File: src/hw/rtl/bpf_pkg.sv
// Shared constants and types of the Bezier path flattener.
package bpf_pkg;

  localparam int COORD_BITS    = 24;
  localparam int T_FRAC_BITS   = 16;
  localparam int MAX_PRECISION = 64;

  localparam int        PREC_BITS  = 7;
  localparam logic [6:0] PREC_RESET = 7'd8;

  // control points per curve step, cubic needs four
  localparam int NPTS     = 4;
  localparam int LVL_BITS = 2;

  typedef enum logic [1:0] {
    OP_MOVE  = 2'd0,
    OP_LINE  = 2'd1,
    OP_QUAD  = 2'd2,
    OP_CUBIC = 2'd3
  } op_t;

endpackage

File: src/hw/rtl/bpf_cmd_if.sv
// Path command channel: valid/ready with one command per transfer.
interface bpf_cmd_if #(
  parameter int COORD_BITS = bpf_pkg::COORD_BITS
) ();
  logic                         valid;
  logic                         ready;
  logic [1:0]                   operation;
  logic signed [COORD_BITS-1:0] ctrl_a_x;
  logic signed [COORD_BITS-1:0] ctrl_a_y;
  logic signed [COORD_BITS-1:0] ctrl_b_x;
  logic signed [COORD_BITS-1:0] ctrl_b_y;
  logic signed [COORD_BITS-1:0] end_x;
  logic signed [COORD_BITS-1:0] end_y;

  modport source (
    output valid, operation, ctrl_a_x, ctrl_a_y, ctrl_b_x, ctrl_b_y, end_x, end_y,
    input  ready
  );
  modport sink (
    input  valid, operation, ctrl_a_x, ctrl_a_y, ctrl_b_x, ctrl_b_y, end_x, end_y,
    output ready
  );
endinterface

File: src/hw/rtl/bpf_vtx_if.sv
// Vertex channel: valid/ready with one polygon vertex per transfer.
interface bpf_vtx_if #(
  parameter int COORD_BITS = bpf_pkg::COORD_BITS
) ();
  logic                         valid;
  logic                         ready;
  logic signed [COORD_BITS-1:0] out_x;
  logic signed [COORD_BITS-1:0] out_y;
  logic                         shape_start;
  logic                         last;

  modport source (
    output valid, out_x, out_y, shape_start, last,
    input  ready
  );
  modport sink (
    input  valid, out_x, out_y, shape_start, last,
    output ready
  );
endinterface

File: src/hw/rtl/bpf_recip.sv
// Restoring divider: step quotient and remainder of 2^T_FRAC_BITS by precision.
module bpf_recip #(
  parameter int T_FRAC_BITS = bpf_pkg::T_FRAC_BITS,
  parameter int PW          = 7
) (
  input  logic                   clk,
  input  logic                   rst,
  input  logic                   start,
  input  logic [PW-1:0]          divisor,
  output logic                   done,
  output logic [T_FRAC_BITS-1:0] quot,
  output logic [PW-1:0]          rem
);

  localparam int CW = $clog2(T_FRAC_BITS + 1);

  logic                   busy;
  logic [CW-1:0]          cnt;
  logic [PW-1:0]          d;
  logic [PW-1:0]          r;
  logic [T_FRAC_BITS:0]   q;
  logic [PW:0]            r_sh;
  logic                   ge;
  logic [PW-1:0]          r_next;

  // dividend is a single one at bit T_FRAC_BITS
  assign r_sh   = {r, (cnt == CW'(T_FRAC_BITS))};
  assign ge     = r_sh >= {1'b0, d};
  assign r_next = ge ? PW'(r_sh - {1'b0, d}) : r_sh[PW-1:0];

  always_ff @(posedge clk) begin
    if (rst) begin
      busy <= 1'b0;
      done <= 1'b0;
      cnt  <= '0;
    end else if (start) begin
      busy <= 1'b1;
      done <= 1'b0;
      cnt  <= CW'(T_FRAC_BITS);
    end else if (busy) begin
      if (cnt == '0) begin
        busy <= 1'b0;
        done <= 1'b1;
      end else begin
        cnt <= cnt - 1'b1;
      end
    end
  end

  always_ff @(posedge clk) begin
    if (start) begin
      d <= divisor;
      r <= '0;
      q <= '0;
    end else if (busy) begin
      r <= r_next;
      q <= {q[T_FRAC_BITS-1:0], ge};
    end
  end

  assign quot = q[T_FRAC_BITS-1:0];
  assign rem  = r;

endmodule

File: src/hw/rtl/bpf_lerp.sv
// Shared lerp unit: registered (b-a)*t, then a + floor(product / 2^T_FRAC_BITS).
module bpf_lerp #(
  parameter int COORD_BITS  = bpf_pkg::COORD_BITS,
  parameter int T_FRAC_BITS = bpf_pkg::T_FRAC_BITS
) (
  input  logic                         clk,
  input  logic signed [COORD_BITS-1:0] a,
  input  logic signed [COORD_BITS-1:0] b,
  input  logic [T_FRAC_BITS-1:0]       t,
  output logic signed [COORD_BITS-1:0] res
);

  localparam int PB = COORD_BITS + T_FRAC_BITS + 2;

  logic signed [COORD_BITS:0]   diff;
  logic signed [PB-1:0]         prod;
  logic signed [COORD_BITS-1:0] a_q;

  assign diff = {b[COORD_BITS-1], b} - {a[COORD_BITS-1], a};

  always_ff @(posedge clk) begin
    prod <= diff * $signed({1'b0, t});
    a_q  <= a;
  end

  // result lies between a and b, so modular add is exact
  assign res = $signed(a_q + prod[T_FRAC_BITS +: COORD_BITS]);

endmodule

File: src/hw/rtl/bezier_path_flattener_top.sv
// Bezier path flattener: path commands in, polygon vertices out.
// Move and line, and curves with precision p of one or less, give their end point
// as a single vertex. A quadratic or cubic curve with precision p above one first
// runs a restoring divider for the step increment of t, then produces each of its
// p-1 interior vertices by de Casteljau evaluation on one shared multiplier that
// serves x and y in turn, and last its end point; the vertex output can stall.
// Precision above MAX_PRECISION is treated as MAX_PRECISION. A new command is
// taken no earlier than the cycle in which the final vertex of the previous one
// leaves the output register.
module bezier_path_flattener_top #(
  parameter int COORD_BITS    = bpf_pkg::COORD_BITS,
  parameter int T_FRAC_BITS   = bpf_pkg::T_FRAC_BITS,
  parameter int MAX_PRECISION = bpf_pkg::MAX_PRECISION
) (
  input  logic                         clk,
  input  logic                         rst,
  input  logic                         cfg_we,
  input  logic [bpf_pkg::PREC_BITS-1:0] cfg_wdata,
  bpf_cmd_if.sink                      cmd,
  bpf_vtx_if.source                    vtx
);

  localparam int PW = $clog2(MAX_PRECISION + 1);
  localparam int LB = bpf_pkg::LVL_BITS;
  localparam int NP = bpf_pkg::NPTS;

  typedef enum logic [2:0] {
    ST_IDLE, ST_DIV, ST_STEP, ST_LERP, ST_EMIT, ST_FINAL
  } state_t;

  typedef enum logic [1:0] {
    PH_ISSUE, PH_DROP, PH_WAIT
  } phase_t;

  typedef enum logic [1:0] {
    MO_NONE, MO_LX, MO_LY, MO_DROP
  } micro_t;

  state_t state;
  phase_t phase;
  micro_t op_q;
  micro_t op_next;

  logic [bpf_pkg::PREC_BITS-1:0] precision;
  logic signed [COORD_BITS-1:0]  prev_x, prev_y;

  logic [PW-1:0]          pc;
  logic [PW-1:0]          step;
  logic [T_FRAC_BITS-1:0] t;
  logic [PW-1:0]          rem;
  logic [LB-1:0]          deg;
  logic [LB-1:0]          lvl;
  logic [LB-1:0]          idx;
  logic                   coord;

  logic signed [COORD_BITS-1:0] ctl_x [NP];
  logic signed [COORD_BITS-1:0] ctl_y [NP];
  logic signed [COORD_BITS-1:0] wx [NP];
  logic signed [COORD_BITS-1:0] wy [NP];
  logic signed [COORD_BITS-1:0] ex, ey;

  logic                         ovalid;
  logic signed [COORD_BITS-1:0] ox, oy;
  logic                         ostart, olast;

  logic                         out_free, cmd_fire, is_curve, curve_go;
  logic [PW-1:0]                p_in;
  logic                         load_out;
  logic signed [COORD_BITS-1:0] nx, ny;
  logic                         nstart, nlast;

  logic                         div_done;
  logic [T_FRAC_BITS-1:0]       q0;
  logic [PW-1:0]                r0;
  logic [PW:0]                  rsum;
  logic                         wrap;

  logic signed [COORD_BITS-1:0] la, lb_in, lres;

  assign out_free  = !ovalid || vtx.ready;
  assign cmd.ready = (state == ST_IDLE) && out_free;
  assign cmd_fire  = cmd.valid && cmd.ready;
  assign is_curve  = (cmd.operation == bpf_pkg::OP_QUAD) ||
                     (cmd.operation == bpf_pkg::OP_CUBIC);
  assign p_in      = (precision > bpf_pkg::PREC_BITS'(MAX_PRECISION)) ?
                     PW'(MAX_PRECISION) : precision[PW-1:0];
  assign curve_go  = is_curve && (p_in > PW'(1));

  assign rsum = {1'b0, rem} + {1'b0, r0};
  assign wrap = rsum >= {1'b0, pc};

  assign la    = coord ? wy[0] : wx[0];
  assign lb_in = coord ? wy[1] : wx[1];

  bpf_recip #(
    .T_FRAC_BITS (T_FRAC_BITS),
    .PW          (PW)
  ) u_recip (
    .clk     (clk),
    .rst     (rst),
    .start   (cmd_fire && curve_go),
    .divisor (p_in),
    .done    (div_done),
    .quot    (q0),
    .rem     (r0)
  );

  bpf_lerp #(
    .COORD_BITS  (COORD_BITS),
    .T_FRAC_BITS (T_FRAC_BITS)
  ) u_lerp (
    .clk (clk),
    .a   (la),
    .b   (lb_in),
    .t   (t),
    .res (lres)
  );

  always_comb begin
    op_next = MO_NONE;
    if (state == ST_LERP) begin
      case (phase)
        PH_ISSUE: begin
          op_next = coord ? MO_LY : MO_LX;
        end
        PH_DROP: begin
          op_next = MO_DROP;
        end
        default: begin
          op_next = MO_NONE;
        end
      endcase
    end
  end

  always_comb begin
    load_out = 1'b0;
    nx       = ex;
    ny       = ey;
    nstart   = 1'b0;
    nlast    = 1'b1;
    case (state)
      ST_IDLE: begin
        if (cmd_fire && !curve_go) begin
          load_out = 1'b1;
          nx       = cmd.end_x;
          ny       = cmd.end_y;
          nstart   = (cmd.operation == bpf_pkg::OP_MOVE);
        end
      end
      ST_EMIT: begin
        if (out_free) begin
          load_out = 1'b1;
          nx       = wx[0];
          ny       = wy[0];
          nlast    = 1'b0;
        end
      end
      ST_FINAL: begin
        load_out = out_free;
      end
      default: begin
        load_out = 1'b0;
      end
    endcase
  end

  always_ff @(posedge clk) begin
    if (rst) begin
      state     <= ST_IDLE;
      phase     <= PH_ISSUE;
      op_q      <= MO_NONE;
      precision <= bpf_pkg::PREC_RESET;
      prev_x    <= '0;
      prev_y    <= '0;
      ovalid    <= 1'b0;
      pc        <= '0;
      step      <= '0;
      t         <= '0;
      rem       <= '0;
      deg       <= '0;
      lvl       <= '0;
      idx       <= '0;
      coord     <= 1'b0;
    end else begin
      if (cfg_we) begin
        precision <= cfg_wdata;
      end
      ovalid <= load_out || (ovalid && !vtx.ready);
      op_q   <= op_next;
      case (state)
        ST_IDLE: begin
          if (cmd_fire) begin
            prev_x <= cmd.end_x;
            prev_y <= cmd.end_y;
            pc     <= p_in;
            deg    <= (cmd.operation == bpf_pkg::OP_CUBIC) ? LB'(3) : LB'(2);
            if (curve_go) begin
              state <= ST_DIV;
            end
          end
        end
        ST_DIV: begin
          if (div_done) begin
            t     <= '0;
            rem   <= '0;
            step  <= PW'(1);
            state <= ST_STEP;
          end
        end
        ST_STEP: begin
          t     <= t + q0 + T_FRAC_BITS'(wrap);
          rem   <= wrap ? PW'(rsum - {1'b0, pc}) : rsum[PW-1:0];
          lvl   <= deg;
          idx   <= '0;
          coord <= 1'b0;
          phase <= PH_ISSUE;
          state <= ST_LERP;
        end
        ST_LERP: begin
          case (phase)
            PH_ISSUE: begin
              coord <= !coord;
              if (coord) begin
                if (idx == lvl - 1'b1) begin
                  phase <= PH_DROP;
                end else begin
                  idx <= idx + 1'b1;
                end
              end
            end
            PH_DROP: begin
              phase <= PH_WAIT;
            end
            default: begin
              idx   <= '0;
              phase <= PH_ISSUE;
              if (lvl == LB'(1)) begin
                state <= ST_EMIT;
              end else begin
                lvl <= lvl - 1'b1;
              end
            end
          endcase
        end
        ST_EMIT: begin
          if (out_free) begin
            if (step == PW'(pc - 1'b1)) begin
              state <= ST_FINAL;
            end else begin
              step  <= step + 1'b1;
              state <= ST_STEP;
            end
          end
        end
        ST_FINAL: begin
          if (out_free) begin
            state <= ST_IDLE;
          end
        end
        default: begin
          state <= ST_IDLE;
        end
      endcase
    end
  end

  always_ff @(posedge clk) begin
    if (cmd_fire) begin
      ctl_x[0] <= prev_x;
      ctl_y[0] <= prev_y;
      ctl_x[1] <= cmd.ctrl_a_x;
      ctl_y[1] <= cmd.ctrl_a_y;
      ctl_x[3] <= cmd.end_x;
      ctl_y[3] <= cmd.end_y;
      if (cmd.operation == bpf_pkg::OP_CUBIC) begin
        ctl_x[2] <= cmd.ctrl_b_x;
        ctl_y[2] <= cmd.ctrl_b_y;
      end else begin
        ctl_x[2] <= cmd.end_x;
        ctl_y[2] <= cmd.end_y;
      end
      ex <= cmd.end_x;
      ey <= cmd.end_y;
    end

    // level queue: lerp of the two front entries, pop one, push result at lvl
    if (state == ST_STEP) begin
      for (int k = 0; k < NP; k++) begin
        wx[k] <= ctl_x[k];
        wy[k] <= ctl_y[k];
      end
    end else begin
      case (op_q)
        MO_LX: begin
          for (int k = 0; k < NP - 1; k++) begin
            if (k < lvl) wx[k] <= wx[k+1];
          end
          wx[lvl] <= lres;
        end
        MO_LY: begin
          for (int k = 0; k < NP - 1; k++) begin
            if (k < lvl) wy[k] <= wy[k+1];
          end
          wy[lvl] <= lres;
        end
        MO_DROP: begin
          for (int k = 0; k < NP - 1; k++) begin
            if (k < lvl) begin
              wx[k] <= wx[k+1];
              wy[k] <= wy[k+1];
            end
          end
        end
        default: begin
        end
      endcase
    end

    if (load_out) begin
      ox     <= nx;
      oy     <= ny;
      ostart <= nstart;
      olast  <= nlast;
    end
  end

  assign vtx.valid       = ovalid;
  assign vtx.out_x       = ox;
  assign vtx.out_y       = oy;
  assign vtx.shape_start = ostart;
  assign vtx.last        = olast;

  a_accept_progress: assert property (@(posedge clk) disable iff (rst)
    cmd.valid && cmd.ready |=> ovalid || state == ST_DIV)
    else $error("accepted command neither emitted nor started");

  a_level_range: assert property (@(posedge clk) disable iff (rst)
    state == ST_LERP |-> lvl != '0 && lvl <= deg)
    else $error("de Casteljau level out of range");

  a_step_range: assert property (@(posedge clk) disable iff (rst)
    state == ST_EMIT |-> step != '0 && step < pc)
    else $error("curve step out of range");

  a_drop_bubble: assert property (@(posedge clk) disable iff (rst)
    op_q == MO_DROP |=> op_q == MO_NONE)
    else $error("issue right after level drop");

endmodule
File: src/flat_wrapper.sv
// flat-port wrapper written by rule: the top's interface ports become plain ports
module bezier_path_flattener_top_flat 
#(
  parameter int COORD_BITS    = bpf_pkg::COORD_BITS,
  parameter int T_FRAC_BITS   = bpf_pkg::T_FRAC_BITS,
  parameter int MAX_PRECISION = bpf_pkg::MAX_PRECISION
)
  (clk, rst, cfg_we, cfg_wdata, cmd_valid, cmd_operation, cmd_ctrl_a_x, cmd_ctrl_a_y, cmd_ctrl_b_x, cmd_ctrl_b_y, cmd_end_x, cmd_end_y, cmd_ready, vtx_valid, vtx_out_x, vtx_out_y, vtx_shape_start, vtx_last, vtx_ready);
  bpf_cmd_if #(.COORD_BITS(COORD_BITS)) cmd_i ();
  bpf_vtx_if #(.COORD_BITS(COORD_BITS)) vtx_i ();
  input  logic clk;
  input  logic rst;
  input  logic cfg_we;
  input  logic [bpf_pkg::PREC_BITS-1:0] cfg_wdata;
  input wire logic [$bits(cmd_i.valid)-1:0] cmd_valid;
  input wire logic [$bits(cmd_i.operation)-1:0] cmd_operation;
  input wire logic [$bits(cmd_i.ctrl_a_x)-1:0] cmd_ctrl_a_x;
  input wire logic [$bits(cmd_i.ctrl_a_y)-1:0] cmd_ctrl_a_y;
  input wire logic [$bits(cmd_i.ctrl_b_x)-1:0] cmd_ctrl_b_x;
  input wire logic [$bits(cmd_i.ctrl_b_y)-1:0] cmd_ctrl_b_y;
  input wire logic [$bits(cmd_i.end_x)-1:0] cmd_end_x;
  input wire logic [$bits(cmd_i.end_y)-1:0] cmd_end_y;
  output wire logic [$bits(cmd_i.ready)-1:0] cmd_ready;
  output wire logic [$bits(vtx_i.valid)-1:0] vtx_valid;
  output wire logic [$bits(vtx_i.out_x)-1:0] vtx_out_x;
  output wire logic [$bits(vtx_i.out_y)-1:0] vtx_out_y;
  output wire logic [$bits(vtx_i.shape_start)-1:0] vtx_shape_start;
  output wire logic [$bits(vtx_i.last)-1:0] vtx_last;
  input wire logic [$bits(vtx_i.ready)-1:0] vtx_ready;
  assign cmd_i.valid = cmd_valid;
  assign cmd_i.operation = cmd_operation;
  assign cmd_i.ctrl_a_x = cmd_ctrl_a_x;
  assign cmd_i.ctrl_a_y = cmd_ctrl_a_y;
  assign cmd_i.ctrl_b_x = cmd_ctrl_b_x;
  assign cmd_i.ctrl_b_y = cmd_ctrl_b_y;
  assign cmd_i.end_x = cmd_end_x;
  assign cmd_i.end_y = cmd_end_y;
  assign cmd_ready = cmd_i.ready;
  assign vtx_valid = vtx_i.valid;
  assign vtx_out_x = vtx_i.out_x;
  assign vtx_out_y = vtx_i.out_y;
  assign vtx_shape_start = vtx_i.shape_start;
  assign vtx_last = vtx_i.last;
  assign vtx_i.ready = vtx_ready;
  bezier_path_flattener_top #(.COORD_BITS(COORD_BITS), .T_FRAC_BITS(T_FRAC_BITS), .MAX_PRECISION(MAX_PRECISION)) u_core (.clk(clk), .rst(rst), .cfg_we(cfg_we), .cfg_wdata(cfg_wdata), .cmd(cmd_i), .vtx(vtx_i));
endmodule
File: config.mk
export PLATFORM = sky130hd
export DESIGN_NAME = bezier_path_flattener_top_flat
export DESIGN_NICKNAME = d
export VERILOG_FILES = /design/src/hw/rtl/bpf_pkg.sv /design/src/hw/rtl/bpf_cmd_if.sv /design/src/hw/rtl/bpf_vtx_if.sv /design/src/hw/rtl/bpf_recip.sv /design/src/hw/rtl/bpf_lerp.sv /design/src/hw/rtl/bezier_path_flattener_top.sv /design/src/flat_wrapper.sv
export SDC_FILE = /design/constraint.sdc
export NUM_CORES = 2
export LEC_CHECK = 0
export BUFFER_PORTS_ARGS = -buffer_cell sky130_fd_sc_hd__buf_2
export CAP_MARGIN = 5
export CORE_MARGIN = 1.5
export CORE_UTILIZATION = 40
export CTS_CLUSTER_SIZE = 30
export DETAILED_ROUTE_END_ITERATION = 10
export SKIP_CTS_REPAIR_TIMING = 1
export SYNTH_ARGS = -nofsm -noshare
export SYNTH_HDL_FRONTEND = slang
export SYNTH_HIERARCHICAL = 1
export SYNTH_SLANG_ARGS = --single-unit
File: constraint.sdc
create_clock -name clk -period 11.9 [get_ports clk]
set_input_delay 2.38 -clock clk [delete_from_list [all_inputs] [get_ports clk]]
set_output_delay 2.38 -clock clk [all_outputs]
set_load 0.005 [all_outputs]
==> flow_summary.ini <==
[status]
status = finished clean

[clock_network]
cts_inserted_buffers = 69
worstSkewPairLatency_ps = 660
htreeDepth = 3
cts_tree = done
path_clk_slew_ps = 70
clkSinkCount = 626
cts_root_buf = clkbuf_16
clockBufferDepth = 3

[grt]
grt_max_degree = 122
met3_usage_pct = 3.01
grt-ovfl-total = 0
grt_util_met1_pct = 30.2
grt_usage_pct = 22.0
busiest_layer = met2
met2_usage_pct = 36.3
antenna_found_initial = 3
grt_pass1_wl_um = 186000
grt_pass1_vias = 31000

[placement]
port_buffers = 209
dpl_worst_slack_ps = 1710
dpl-instance-area_um2 = 46000
hpwlAfterDp_um = 86100
gp_congestion = 0.910

[pwr]
ir_drop_mv = 0.114
powerDensity_nw_per_um2 = 115
p_leak_nw = 21.2

[yosys]
synth_area_leaders = edfxtp_1 30%, fa_1 17%, dfxtp_1 8.5%
synth-warning-count = 6
synth_ff_type = edfxtp_1
ys_seq_area_share_pct = 39.0
ys_types = 96
synth_top_area_share_pct = 30.4
syn_inst = 4151
yosysTopAreaCell = edfxtp_1
syn_nets = 4874
synthArstFlopShare_pct = 0
synth.avg_cell_area_um2 = 10.5
synth_edf_count = 441
syn_area_um2 = 43500
synth_seq_cells = 626

[routing]
via_per_inst = 5.31
drc = 0
first_iter_violations = 2272
ant_nets = 0
drt_pass1_iterations = 5
num_vias = 30500
drt_wl_total_um = 121000
wl_per_cell_um = 21.1

[setup_path]
crit_family = adder cells
arrival_ps = 10940
cp_max_fo = 25
endpoint_kind = flip-flop
cp-start-kind = flip-flop
slowest_delay_ps = 860
cpMaxStageDelayCell = xnor2_2
path_buf_inv = 3
cpMostUsedCell = fa_1
worstSetupPathType = flip-flop to flip-flop
cp.depth = 30
regToRegSetupSlack_ps = 1500
ff2ff_path_depth = 30
cp.required_ps = 12430

[sta]
final.period_utilization_pct = 87.4
worst_slack_ps = 1500
setup_violations = 0
fmax_mhz = 96.1
worst_pin_slew_ps = 1400
drv_slew = 0
setup_tns_ps = 0
final_hold_viol_count = 0
skew_ps = 53.4
slew-limit-headroom_pct = 6.00
rsz0062_at_grt = false
post-route-min-period_ps = 10400

[die]
dieArea_um2 = 111000
rows = 120
die_w_um = 333
core-area_um2 = 108000
io_pins = 210
die_height_um = 333
start_util_pct = 40.5

[job]
max-cap-violations = 0

[final_layout]
mostFrequentLayoutCells = 529 x inv_1, 478 x nand2_1, 441 x edfxtp_1, 378 x fa_1, 279 x nor2_1
finalNetCount = 5002
layout-drive-gt1-share_pct = 13.8
area_growth_pct = 11.2
finalInstanceArea_um2 = 48400
finish.utilization_pct = 45.0
layout_commonest_cell = inv_1
diodes = 0

[hold_path]
hold_class = flip-flop to flip-flop
whs_path_depth = 0
==> flip-flops by register name, summed over array words and instances (netlist names), 16 cells and up <==
signal / count
u_core/t: 16
u_core/ctl_y: 96
u_core/u_lerp/prod: 24
u_core/prev_y: 24
u_core/u_lerp/a_q: 24
u_core/vtx.out_x: 24
u_core/prev_x: 24
u_core/vtx.out_y: 24
u_core/ctl_x: 96
u_core/u_recip/q: 16
u_core/wy: 96
u_core/wx: 96
==> metal layers <==
layer / share of wire (%) / vias up
met2: 47 / 1062
li1: - / 14100
met1: 44 / 15200
met3: 6.8 / 162
met5: 0 / -
met4: 2.4 / 0
==> through the flow <==
| stage | total power, mW | instances | hold WS, ps |
|---|---|---|---|
| after global placement | 3.40 | 5611 | 411 |
| after global routing | 5.78 | 5737 | 434 |
| after detailed placement | 3.41 | 5611 | 415 |
| after CTS | 5.61 | 5737 | 429 |
| after floorplan | 3.15 | 4151 | 408 |
| final | 5.57 | 5737 | 428 |
==> report_power, final <==
group / internal (mW) / total (mW) / switching [mW]
combinational: 0.285 / 0.787 / 0.503
clock: 1.23 / 2.19 / 0.965
sequential: 2.51 / 2.59 / 0.0735
==> worst register-to-register path: cells and delay by family (launching register included) <==
| kind | cells | cell delay, ps |
|---|---|---|
| compound gates | 11 | 3070 |
| xor+xnor | 1 | 860 |
| fa+ha+maj | 9 | 4110 |
| buf+inv | 3 | 140 |
| flops | 1 | 670 |
| mux | 1 | 420 |
| simple gates | 5 | 1010 |
==> final timing paths <==
path                            end              from
max          u_core/u_lerp/prod[38]      u_core/coord
min              u_core/ctl_x[0][5]  u_core/prev_x[5]
max reg2reg  u_core/u_lerp/prod[38]      u_core/coord
min reg2reg      u_core/ctl_x[0][5]  u_core/prev_x[5]
==> cell usage after synthesis, drive strengths merged (4+ instances only) <==
cell / count
inv: 530
nand2: 487
edfxtp: 441
fa: 378
nor2: 281
a21oi: 280
ha: 187
dfxtp: 185
mux2i: 185
and2: 162
mux2: 154
clkbuf: 151
xnor2: 76
o21ai: 73
buf: 70
a22oi: 51
nor2b: 49
nand2b: 44
a21o: 36
nand3: 35
xor2: 32
nor3: 31
o21a: 19
a211oi: 17
and3: 17
nand4: 14
o211ai: 14
or3: 14
a211o: 10
o31ai: 10
o21bai: 8
a21boi: 7
a31oi: 7
nor4: 6
o31a: 6
a31o: 5
maj3: 5
o311ai: 5
a2111oi: 4
a221oi: 4
a41oi: 4
and4: 4
nand3b: 4
nand4b: 4
==> cell families after synthesis <==
family | share of synthesized area [%]
xor gates and xnor gates | 2.28
adders and majority gates | 22.9
AOI/OAI and AO/OA | 8.49
buffers and inverters | 6.74
DFF | 39.0
muxes | 8.28
and+or+nand+nor | 12.4
==> layout make-up <==
class,instances,area (um^2)
Clock inverter,46,533
Timing Repair Buffer,278,1570
Fill cell,10100,59100
Multi-Input combinational cell,2774,23800
Inverter,530,2000
Tap cell,1403,1760
Sequential cell,626,17000
Clock buffer,80,1780
Note: power is estimated with default switching activity, not from simulation.
